==> config.mk <==
export PLATFORM = sky130hd
export DESIGN_NAME = stick_gesture_arming_controller
export DESIGN_NICKNAME = d
export VERILOG_FILES = /design/src/hw/rtl/sgac_pkg.sv /design/src/hw/rtl/sgac_cfg.sv /design/src/hw/rtl/sgac_core.sv /design/src/hw/rtl/stick_gesture_arming_controller.sv
export SDC_FILE = /design/constraint.sdc
export NUM_CORES = 1
export LEC_CHECK = 0
export BUFFER_PORTS_ARGS = -buffer_cell sky130_fd_sc_hd__buf_2
export CAP_MARGIN = 20
export CORE_ASPECT_RATIO = 0.5
export CORE_UTILIZATION = 61
export DETAILED_ROUTE_END_ITERATION = 8
export GPL_TIMING_DRIVEN = 0
export PLACE_DENSITY = 0.81
export RECOVER_POWER = 25
export SLEW_MARGIN = 5
export SYNTH_ARGS = -nofsm -noshare
export SYNTH_HDL_FRONTEND = slang
export SYNTH_SLANG_ARGS = --single-unit
==> constraint.sdc <==
create_clock -name clk -period 7.5 [get_ports clk]
set_input_delay 1.5 -clock clk [delete_from_list [all_inputs] [get_ports clk]]
set_output_delay 1.5 -clock clk [all_outputs]
set_load 0.05 [all_outputs]
==> src/hw/rtl/sgac_pkg.sv <==
// Shared types and constants for the stick gesture arming controller.
// Holds the transaction structs, the config register map and the mode codes.
// No dependencies.
package sgac_pkg;

  // Mode codes.
  localparam logic [1:0] MODE_INIT   = 2'd0;
  localparam logic [1:0] MODE_CALIB  = 2'd1;
  localparam logic [1:0] MODE_LOCKED = 2'd2;
  localparam logic [1:0] MODE_ARMED  = 2'd3;

  // Config register indexes.
  localparam logic [2:0] CFG_LOW_VOLTAGE     = 3'd0;
  localparam logic [2:0] CFG_RECOVER_VOLTAGE = 3'd1;
  localparam logic [2:0] CFG_CALIB_THROTTLE  = 3'd2;
  localparam logic [2:0] CFG_LOW_THROTTLE    = 3'd3;
  localparam logic [2:0] CFG_STICK_BOUND     = 3'd4;
  localparam logic [2:0] CFG_ARM_HOLD        = 3'd5;
  localparam logic [2:0] CFG_IDLE_HOLD       = 3'd6;

  // Config reset values.
  localparam logic [15:0] RST_LOW_VOLTAGE     = 16'd10600;
  localparam logic [15:0] RST_RECOVER_VOLTAGE = 16'd11000;
  localparam logic [14:0] RST_CALIB_THROTTLE  = 15'd14746;
  localparam logic [14:0] RST_LOW_THROTTLE    = 15'd1638;
  localparam logic [14:0] RST_STICK_BOUND     = 15'd9830;
  localparam logic [15:0] RST_ARM_HOLD        = 16'd200;
  localparam logic [15:0] RST_IDLE_HOLD       = 16'd1000;

  localparam logic [15:0] COUNT_MAX = 16'hFFFF;

  typedef struct packed {
    logic               link_up;
    logic        [14:0] throttle;
    logic signed [15:0] roll_stick;
    logic signed [15:0] pitch_stick;
    logic signed [15:0] yaw_stick;
    logic        [15:0] battery_mv;
  } in_item_t;

  typedef struct packed {
    logic [1:0] mode;
    logic       power_low;
    logic       motor_enable;
    logic       calib_drive;
  } out_item_t;

  typedef struct packed {
    logic [15:0] low_voltage_mv;
    logic [15:0] recover_voltage_mv;
    logic [14:0] calib_throttle;
    logic [14:0] low_throttle;
    logic [14:0] stick_bound;
    logic [15:0] arm_hold;
    logic [15:0] idle_hold;
  } cfg_t;

  // Saturating counter increment.
  function automatic logic [15:0] bump(input logic [15:0] c);
    bump = (c == COUNT_MAX) ? c : c + 16'd1;
  endfunction

endpackage

==> src/hw/rtl/sgac_cfg.sv <==
// Configuration register file of the arming controller.
// Depends on sgac_pkg for the register map and reset values.
module sgac_cfg import sgac_pkg::*; (
  input  logic        clk,
  input  logic        rst,
  input  logic        cfg_wr_en,
  input  logic [2:0]  cfg_addr,
  input  logic [15:0] cfg_wdata,
  output cfg_t        cfg
);

  // Write one register per enabled cycle; unused indexes are dropped.
  always_ff @(posedge clk) begin
    if (rst) begin
      cfg.low_voltage_mv     <= RST_LOW_VOLTAGE;
      cfg.recover_voltage_mv <= RST_RECOVER_VOLTAGE;
      cfg.calib_throttle     <= RST_CALIB_THROTTLE;
      cfg.low_throttle       <= RST_LOW_THROTTLE;
      cfg.stick_bound        <= RST_STICK_BOUND;
      cfg.arm_hold           <= RST_ARM_HOLD;
      cfg.idle_hold          <= RST_IDLE_HOLD;
    end else if (cfg_wr_en) begin
      unique case (cfg_addr)
        CFG_LOW_VOLTAGE:     cfg.low_voltage_mv     <= cfg_wdata;
        CFG_RECOVER_VOLTAGE: cfg.recover_voltage_mv <= cfg_wdata;
        CFG_CALIB_THROTTLE:  cfg.calib_throttle     <= cfg_wdata[14:0];
        CFG_LOW_THROTTLE:    cfg.low_throttle       <= cfg_wdata[14:0];
        CFG_STICK_BOUND:     cfg.stick_bound        <= cfg_wdata[14:0];
        CFG_ARM_HOLD:        cfg.arm_hold           <= cfg_wdata;
        CFG_IDLE_HOLD:       cfg.idle_hold          <= cfg_wdata;
        default: ;
      endcase
    end
  end

endmodule

==> src/hw/rtl/sgac_core.sv <==
// Mode machine, power flag and hold counters of the arming controller.
// Computes one tick's result from the registered item; depends on sgac_pkg.
module sgac_core import sgac_pkg::*; (
  input  logic      clk,
  input  logic      rst,
  input  logic      fire,
  input  in_item_t  item,
  input  cfg_t      cfg,
  output out_item_t result,
  output logic [1:0] mode
);

  logic        low_power;
  logic [15:0] hold_a;
  logic [15:0] hold_b;

  logic        low_power_next;
  logic [1:0]  mode_next;
  logic [15:0] hold_a_next;
  logic [15:0] hold_b_next;
  logic [15:0] hold_a_bump;
  logic [15:0] hold_b_bump;

  logic signed [16:0] bnd_pos;
  logic signed [16:0] bnd_neg;
  logic signed [16:0] roll;
  logic signed [16:0] pitch;
  logic signed [16:0] yaw;
  logic               thr_low;
  logic               arm_gesture;
  logic               disarm_gesture;

  // Stick comparisons at 17 bits so the negated bound always fits.
  assign bnd_pos = $signed({2'b00, cfg.stick_bound});
  assign bnd_neg = -bnd_pos;
  assign roll    = 17'(item.roll_stick);
  assign pitch   = 17'(item.pitch_stick);
  assign yaw     = 17'(item.yaw_stick);
  assign thr_low = item.throttle < cfg.low_throttle;

  assign arm_gesture    = thr_low && (pitch > bnd_pos) && (roll > bnd_pos) && (yaw < bnd_neg);
  assign disarm_gesture = thr_low && (pitch > bnd_pos) && (roll < bnd_neg) && (yaw > bnd_pos);

  assign hold_a_bump = bump(hold_a);
  assign hold_b_bump = bump(hold_b);

  // Battery flag with hysteresis.
  always_comb begin
    if (item.battery_mv < cfg.low_voltage_mv) begin
      low_power_next = 1'b1;
    end else if (item.battery_mv > cfg.recover_voltage_mv) begin
      low_power_next = 1'b0;
    end else begin
      low_power_next = low_power;
    end
  end

  // Mode transitions and hold counters.
  always_comb begin
    mode_next   = mode;
    hold_a_next = hold_a;
    hold_b_next = hold_b;
    unique case (mode)
      MODE_INIT: begin
        if (item.link_up) begin
          mode_next = (item.throttle > cfg.calib_throttle) ? MODE_CALIB : MODE_LOCKED;
        end
      end
      MODE_CALIB: begin
        if (thr_low) begin
          mode_next = MODE_LOCKED;
        end
      end
      MODE_LOCKED: begin
        if (arm_gesture && !low_power_next) begin
          if (hold_a_bump > cfg.arm_hold) begin
            mode_next   = MODE_ARMED;
            hold_a_next = '0;
          end else begin
            hold_a_next = hold_a_bump;
          end
        end else begin
          hold_a_next = '0;
        end
      end
      MODE_ARMED: begin
        // Idle timer and disarm gesture are both checked every tick.
        if (item.throttle == 15'd0) begin
          if (hold_a_bump > cfg.idle_hold) begin
            mode_next   = MODE_LOCKED;
            hold_a_next = '0;
          end else begin
            hold_a_next = hold_a_bump;
          end
        end else begin
          hold_a_next = '0;
        end
        if (disarm_gesture) begin
          if (hold_b_bump > cfg.arm_hold) begin
            mode_next   = MODE_LOCKED;
            hold_b_next = '0;
          end else begin
            hold_b_next = hold_b_bump;
          end
        end else begin
          hold_b_next = '0;
        end
      end
      default: ;
    endcase
  end

  // State advances once per processed transaction.
  always_ff @(posedge clk) begin
    if (rst) begin
      mode      <= MODE_INIT;
      low_power <= 1'b0;
      hold_a    <= '0;
      hold_b    <= '0;
    end else if (fire) begin
      mode      <= mode_next;
      low_power <= low_power_next;
      hold_a    <= hold_a_next;
      hold_b    <= hold_b_next;
    end
  end

  assign result.mode         = mode_next;
  assign result.power_low    = low_power_next;
  assign result.motor_enable = (mode_next == MODE_ARMED) && item.link_up;
  assign result.calib_drive  = (mode_next == MODE_CALIB) && item.link_up;

endmodule

==> src/hw/rtl/stick_gesture_arming_controller.sv <==
// Stick gesture arming controller, top level.
// Instantiates sgac_cfg and sgac_core; depends on sgac_pkg.
//
// Usage: one input transaction per 10 ms tick carries link state, throttle,
// roll, pitch and yaw sticks (Q14) and battery voltage. Each accepted
// transaction yields exactly one output transaction with the mode, the
// low-power flag and the two motor enables, in order.
// Both channels use valid/stall; a transaction moves on a clock edge with
// valid high and stall low.
// The item lands in an input register, and the mode machine and counters
// compute the result into the output register. Throughput is one
// transaction per cycle while the receiver does not stall; the state update
// loop through the mode and counter registers sets this. When the receiver
// stalls, the output register holds its transaction, the input register
// fills, and then in_stall rises until the output drains. Synchronous reset
// returns the mode to initialised, clears the power flag, the counters and
// both pipeline registers, and loads the default config. Config writes take
// effect next cycle; the user must make them while idle (not enforced).
module stick_gesture_arming_controller import sgac_pkg::*; (
  input  logic        clk,
  input  logic        rst,
  input  logic        cfg_wr_en,
  input  logic [2:0]  cfg_addr,
  input  logic [15:0] cfg_wdata,
  input  logic        in_valid,
  output logic        in_stall,
  input  in_item_t    in_data,
  output logic        out_valid,
  input  logic        out_stall,
  output out_item_t   out_data
);

  cfg_t       cfg;
  in_item_t   in_q;
  logic       in_q_valid;
  logic       advance;
  logic       in_accept;
  out_item_t  result;
  logic [1:0] mode;

  sgac_cfg u_cfg (
    .clk       (clk),
    .rst       (rst),
    .cfg_wr_en (cfg_wr_en),
    .cfg_addr  (cfg_addr),
    .cfg_wdata (cfg_wdata),
    .cfg       (cfg)
  );

  // The output stage moves whenever it is empty or being drained.
  assign advance   = !out_valid || !out_stall;
  assign in_stall  = in_q_valid && !advance;
  assign in_accept = in_valid && !in_stall;

  sgac_core u_core (
    .clk    (clk),
    .rst    (rst),
    .fire   (in_q_valid && advance),
    .item   (in_q),
    .cfg    (cfg),
    .result (result),
    .mode   (mode)
  );

  // Input register.
  always_ff @(posedge clk) begin
    if (rst) begin
      in_q_valid <= 1'b0;
    end else if (in_accept) begin
      in_q_valid <= 1'b1;
    end else if (advance) begin
      in_q_valid <= 1'b0;
    end
  end

  always_ff @(posedge clk) begin
    if (in_accept) begin
      in_q <= in_data;
    end
  end

  // Output register.
  always_ff @(posedge clk) begin
    if (rst) begin
      out_valid <= 1'b0;
    end else if (advance) begin
      out_valid <= in_q_valid;
    end
  end

  always_ff @(posedge clk) begin
    if (advance && in_q_valid) begin
      out_data <= result;
    end
  end

`ifndef SYNTHESIS
  // The pipeline only pushes back when the input register is occupied.
  a_stall_needs_item: assert property (@(posedge clk) disable iff (rst)
    in_stall |-> in_q_valid)
    else $error("in_stall raised with an empty input register");

  // An accepted transaction is held in the input register next cycle.
  a_accept_fills: assert property (@(posedge clk) disable iff (rst)
    in_accept |=> in_q_valid)
    else $error("accepted transaction not captured");

  // The mode never jumps from initialised straight to unlocked.
  a_no_direct_arm: assert property (@(posedge clk) disable iff (rst)
    (mode == MODE_INIT) |=> (mode != MODE_ARMED))
    else $error("mode went from initialised to unlocked");

  // Motors are only enabled in a result that reports unlocked.
  a_motor_when_armed: assert property (@(posedge clk) disable iff (rst)
    (out_valid && out_data.motor_enable) |-> (out_data.mode == MODE_ARMED))
    else $error("motor enable outside unlocked mode");
`endif

endmodule

==> metrics.txt, run 1 <==
Max Cap Viol 0; CP required 7970 ps; crit path kind register to register; post-DR wirelength/cell 18.9 um; Comb pwr share 10.1%; Max Slew Vio Count 0; Resize count post-CTS 0; number of global-route vias before repair 11,300; met2 GRT Util 55.5%; Synth Flop Type dfxtp_1; top cell type by total area after synthesis dfxtp_1; NetSw 0.704 mW; met3 Usage GRT 4.90%; Top Usage Layer GRT met2; Post-Route Setup TNS 0 ps; share of layout cells above drive strength 1 10.6%; Antenna diodes 0; Layout Skew 11.3 ps; status finished clean; clock group share of total power 41.6%; pre-CTS setup slack 2480 ps; final hold vios 0; power per cell area 191 nW/um^2; Setup crit start kind register; CTS H-tree lvls 1; crit end category register; switch share 24.6%; relative slew slack 29.6%; Initial Util 63.1%; # IOs 111; Fmax achieved 0.195 GHz; synthesized area 13,200 sq um; DRC viols 0; Core Rows 37; Post-synth ARST share 0%; Worst Min Path Start u_cfg.cfg[97]; Die H 106 um; clock-pin slew on the worst setup and hold paths 60 ps; flip-flop and latch count after synthesis 231; port bufs 110; largest net degree at the start of global routing 38; Post-CTS Repair Setup Buffers 0; min Tclk post-route 5140 ps; GRT Util Overall 32.4%; cell-internal power 2.15 mW; CTS Buf Count 22; Avg Inst Size Synth 9.32 sq um; Final nets 1,843; CTS hold repair buffers 0; final wirelength 35,100 um; DP Wirelength 26,700 um; CTS max path bufs 3; Sink Count 231; Synth area leaders dfxtp_1 22%, edfxtp_1 19%, ha_1 18%; Die Wd 210 um; RSZ-0062 raised after global routing no; core region area 20,900 sq um; post-synthesis cell count 1,414; DR iter-0 viols 966; final worst slack 2360 ps; area grow syn2layout 13.2%; GP Congestion 0.944; Root Buffer clkbuf_16; r2r startpoint u_cfg.cfg[34]; register area share after synthesis 41.6%; Ys Warns 0; Post-synth EDFFs 85; GR Overflow Total 0; DRT Pass-1 Iters 5; # setup viols final 0; first-pass GRT wire length 56,400 um; CP Launch Point u_cfg.cfg[34]; Worst EP arrival 5610 ps; Final period util 68.5%; worst hold path class register to register; Synth top area share 22.2%; initial antenna violation count 0; Clk Latency, worst-skew pair 520 ps; Peak VDD IR 178 uV; worst-margin pin slew 1040 ps; Distinct cells, synth 67; CTS tree built; met1 usage 41.1%; die footprint 22,200 sq um; Final ANT Viol Nets 0; critical path fanouts, max 10; DR vias 11,200; Flop pwr share 48.3%; routed vias/inst 6.01; post-synth net total 1,706; Pleak 6.55 nW
-- through the flow --
| step | area [sq um] | hold WS (ps) | power (mW) | utilization, % | std cells |
|---|---|---|---|---|---|
| finish | 14900 | 459 | 2.86 | 71.4 | 1858 |
| global route | 14900 | 477 | 2.94 | 71.4 | 1858 |
| CTS | 14900 | 457 | 2.86 | 71.4 | 1857 |
| detailed placement | 14100 | 448 | 1.69 | 67.8 | 1818 |
| global placement | 14100 | 442 | 1.67 | 67.5 | 1816 |
| floorplan | 13200 | 436 | 1.57 | - | 1414 |
-- layer usage --
metal	vias up	routed length [um]
met5	-	0
li1	5342	-
met2	452	16600
met3	95	2550
met4	0	1420
met1	5285	14600
-- worst paths after layout --
| path | end | slack (ps) | cells after the start |
|---|---|---|---|
| worst min-delay path | u_cfg.cfg[97] | 460 | 2 |
| worst max-delay path | u_core.hold_b[7] | 2360 | 19 |
| worst min register to register | u_cfg.cfg[97] | 460 | 2 |
| worst max register to register | u_core.hold_b[7] | 2360 | 19 |
-- power groups by stage --
stage | Clock (mW) | Sequential [mW] | Combinational [mW]
6_report | 1.19 | 1.38 | 0.289
5_1_grt | 1.24 | 1.38 | 0.321
4_1_cts | 1.19 | 1.38 | 0.285
3_5_place_dp | 0 | 1.41 | 0.282
3_3_place_gp | 0 | 1.41 | 0.260
2_1_floorplan | 0 | 1.40 | 0.169
-- area by class of cell --
type / count / area (sq um)
Inverter: 123 / 462
Timing Repair Buffer: 113 / 604
Fill cell: 1542 / 5960
Clock inverter: 8 / 93.8
Clock buffer: 31 / 669
Multi-Input combinational cell: 1023 / 7090
Tap cell: 292 / 365
Sequential cell: 231 / 5480
Buffer: 37 / 153
-- flip-flops by register name (all words and copies together) (netlist names) --
register,cells
u_cfg.cfg,109
u_core.mode,2
u_core.low_power,1
out_data,5
out_valid,1
u_core.hold_a,16
in_q_valid,1
in_q,80
u_core.hold_b,16
-- critical path, cell delays in order (launching register included) --
cell and delay (ps):
dfxtp_1 330, inv_1 200, nand4_1 190, or3_1 390, nor2b_1 200, nand2_1 130
nor4_1 280, xnor2_1 160, ha_1 300, nand4_1 140, nor4_1 530, o211ai_1 240
a21oi_1 180, a41oi_1 70, nor4b_2 730, and3_1 270, buf_2 160, buf_4 190
nor4b_1 260, a21o_1 120
-- cell usage in the layout (no fill, tap or decap), types with 11 or more instances in the layout --
| master | instances |
|---|---|
| inv_1 | 125 |
| clkbuf_1 | 31 |
| buf_2 | 111 |
| xnor2_1 | 22 |
| and3_1 | 14 |
| xor2_1 | 12 |
| nand3_1 | 40 |
| nor2b_1 | 14 |
| clkbuf_16 | 25 |
| edfxtp_1 | 85 |
| nor2_1 | 85 |
| a211oi_1 | 11 |
| a211o_1 | 31 |
| o21ai_0 | 29 |
| o21a_1 | 14 |
| a21oi_1 | 128 |
| nand2_1 | 214 |
| nand3b_1 | 18 |
| nor3_1 | 24 |
| ha_1 | 188 |
| dfxtp_1 | 146 |
| nand4_1 | 35 |
| a21o_1 | 35 |
-- synth_stat cells, drive strengths merged, types with 15 or more instances --
| cell type | count |
|---|---|
| o21ai | 30 |
| nor2b | 15 |
| nor3 | 24 |
| nand3 | 41 |
| ha | 188 |
| a211o | 31 |
| inv | 123 |
| clkbuf | 27 |
| nand2 | 214 |
| nand3b | 18 |
| dfxtp | 146 |
| edfxtp | 85 |
| xnor2 | 22 |
| a21o | 35 |
| nor2 | 85 |
| a21oi | 128 |
| nand4 | 35 |
-- cell families (layout without fill, tap and decap cells) --
family,after synthesis,count (layout),synth area share [%]
AO/OA/AOI/OAI,308,308,15.6
XOR/XNOR,34,34,2.26
adder cells (fa/ha/maj),188,188,17.9
buffers and inverters,160,312,4.66
flip-flops,231,231,41.6
multiplexers,3,3,0.237
AND/OR/NAND/NOR,490,490,17.9
(Power assumes the default switching activity.)
==> inputs of run 2 (changes only) <==
- CORE_UTILIZATION: 61 -> 55
- PLACE_DENSITY: 0.81 -> 0.77
- clock period: 7.5 -> 4.3 ns (I/O delays scaled with it)
==> metrics.txt, run 2 (synthesis results as in run 1) <==
CP Cell Sequence inv_2, nand4_1, or3_4, nor2b_4, nand2_4, nor4_4, xnor2_2, ha_1, nand4_1, nor4_4, o211ai_1, a21oi_1, a41oi_2, nor4b_4, buf_4, buf_4, nand3_2, a211oi_2, buf_4, a2111oi_4 (was inv_1, nand4_1, or3_1, nor2b_1, nand2_1, nor4_1, xnor2_1, ha_1, nand4_1, nor4_1, o211ai_1, a21oi_1, a41oi_1, nor4b_2, and3_1, buf_2, buf_4, nor4b_1, a21o_1); CP Launch Point u_cfg.cfg[34] (unchanged); Tot Pwr 4.89 mW (was 2.86 mW); worst-margin pin slew 818 ps (was 1040 ps); CTS Buf Count 22 (unchanged); DRT Pass-1 Iters 6 (was 5); core region area 23,200 sq um (was 20,900 sq um); DR iter-0 viols 956 (was 966); WP buf/inv 4 (was 3); DR vias 11,200 (about the same); clock group share of total power 40.1% (was 41.6%); Sink Count 231 (unchanged); Worst path max stage delay 440 ps (was 730 ps); power per cell area 318 nW/um^2 (was 191 nW/um^2); failing checks negative setup slack; CP required 4690 ps (was 7970 ps); final worst slack -15.6 ps (was 2360 ps); post-DR wirelength/cell 18.5 um (was 18.9 um); pre-CTS setup slack -713 ps (was 2480 ps); Worst R2R Setup Slack -20 ps (was 2360 ps); CTS max path bufs 3 (unchanged); crit end category register (unchanged); fin area 15,300 sq um (was 14,900 sq um); Slowest cell on crit path or3_4 (was nor4b_2); DRC viols 0 (unchanged); NetSw 1.24 mW (was 0.704 mW); Critical Path End u_core.mode[0] (was u_core.hold_b[7]); worst hold path class register to register (unchanged); Final period util 100% (was 68.5%); r2r startpoint u_cfg.cfg[34] (unchanged); first-pass GRT wire length 55,200 um (was 56,400 um); GP Congestion 0.936 (was 0.944); Die H 111 um (was 106 um); initial antenna violation count 0 (unchanged); critical path fanouts, max 4 (was 10); Post-Route Setup TNS -31.3 ps (was 0 ps); Worst path most repeated cell buf_4; Final ANT Viol Nets 0 (unchanged); # IOs 111 (unchanged); port bufs 110 (unchanged); CTS tree built (unchanged); Setup crit start kind register (unchanged); largest net degree at the start of global routing 37 (was 38); crit path kind register to register (unchanged); Root Buffer clkbuf_16 (unchanged); Comb pwr share 10.6% (was 10.1%); most frequent cells in the layout 213 x nand2_1, 187 x ha_1, 141 x dfxtp_1 (was 214 x nand2_1, 188 x ha_1, 146 x dfxtp_1); status complete, but fails checks (was finished clean); Pleak 6.72 nW (was 6.55 nW); CTS H-tree lvls 1 (unchanged); RSZ-0062 raised after global routing yes (was no); Flop pwr share 49.2% (was 48.3%); Final nets 1,870 (was 1,843); Cell Area, Placed 14,200 sq um (was 14,100 sq um); hold_ws 458 ps (was 459 ps); Core Rows 39 (was 37); Stages on worst setup path 20 (was 19); cell family with most CP delay simple AND/OR/NAND/NOR gates (unchanged); Clk Latency, worst-skew pair 530 ps (was 520 ps); Antenna diodes 0 (unchanged); Die Wd 221 um (was 210 um); Fmax achieved 0.232 GHz (was 0.195 GHz); die footprint 24,600 sq um (was 22,200 sq um); commonest non-fill, non-tap cell in the layout nand2_1 (unchanged); Largest register FFs 109 (unchanged); switch share 25.4% (was 24.6%); R2R cell count 20 (was 19); GR Overflow Total 0 (unchanged); Layout Skew 16.8 ps (was 11.3 ps); share of layout cells above drive strength 1 14.4% (was 10.6%); Max Slew Vio Count 0 (unchanged); final hold vios 0 (unchanged); number of global-route vias before repair 11,000 (was 11,300); Max Cap Viol 0 (unchanged); area grow syn2layout 16.5% (was 13.2%); relative slew slack 45.5% (was 29.6%); register with the most flip-flops u_cfg.cfg (unchanged); # setup viols final 4 (was 0); Critical R2R Capture u_core.mode[0] (was u_core.hold_b[7]); biggest regs u_cfg.cfg (109), in_q (80) (unchanged); Peak VDD IR 344 uV (was 178 uV); Initial Util 56.8% (was 63.1%); DP Wirelength 26,400 um (was 26,700 um); clock-pin slew on the worst setup and hold paths 70 ps (was 60 ps); final wirelength 35,200 um (was 35,100 um); GRT Util Overall 28.1% (was 32.4%); cell-internal power 3.64 mW (was 2.15 mW); Min-Delay Path Depth 2 (unchanged); routed vias/inst 5.90 (was 6.01); min Tclk post-route 4320 ps (was 5140 ps); Worst EP arrival 4700 ps (was 5610 ps)
==> run 2: how the worst min path moves through the flow <==
stage | from | to | slack, ps
3_5_place_dp | u_cfg.cfg[51] | u_cfg.cfg[51] | 450
5_1_grt | u_cfg.cfg[27] | u_cfg.cfg[27] | 470
3_3_place_gp | u_cfg.cfg[93] | u_cfg.cfg[93] | 440
4_1_cts | u_cfg.cfg[54] | u_cfg.cfg[54] | 460
2_1_floorplan | u_cfg.cfg[100] | u_cfg.cfg[100] | 440
6_report | u_cfg.cfg[54] | u_cfg.cfg[54] | 460
==> run 2: power by group through the flow <==
stage                     sequential, mW  clock (mW)  combinational (mW)
final                               2.41        1.96               0.520
after CTS                           2.40        1.97               0.494
after global routing                2.41        2.07               0.578
after global placement              2.45           0               0.453
after floorplan                     2.44           0               0.294
after detailed placement            2.45           0               0.486
==> run 2: layout make-up <==
class	instances	area (sq um)
buffer	37	163
clock buffer	32	632
clock inverter	8	72.6
fill	1767	7830
inverter	123	464
multi-input combinational	1023	7330
sequential	231	5480
tap	307	384
timing repair buffer	140	817
==> run 2: what timing repair did <==
action / 4_1_cts / 5_1_grt
pin swaps: 5 / 28
cloned: 0 / 1
endpoints found under the setup margin: 35 / 35
resized for setup: 13 / 43
setup buffers: 5 / 20
hold buffers: 0 / 0
==> run 2: metrics by stage <==
stage / instances / util [%]
finish: 1901 / 66.2
global route: 1901 / 66.2
CTS: 1878 / 64.6
detailed placement: 1833 / 61.1
global placement: 1831 / 60.9
floorplan: 1414 / -
==> run 2: per-layer routing <==
| metal | track usage, % | part of all wire (%) |
|---|---|---|
| met1 | 36.0 | 43 |
| met2 | 49.1 | 47 |
| met5 | 0 | 0 |
| met4 | 7.27 | 2.4 |
| met3 | 5.28 | 7.1 |
==> run 2: worst min-delay path: cells and delay by family, from the launching register on <==
kind,cells,cell delay [ps]
and+or+nand+nor,1,50
DFF,1,310
AOI/OAI and AO/OA,1,50
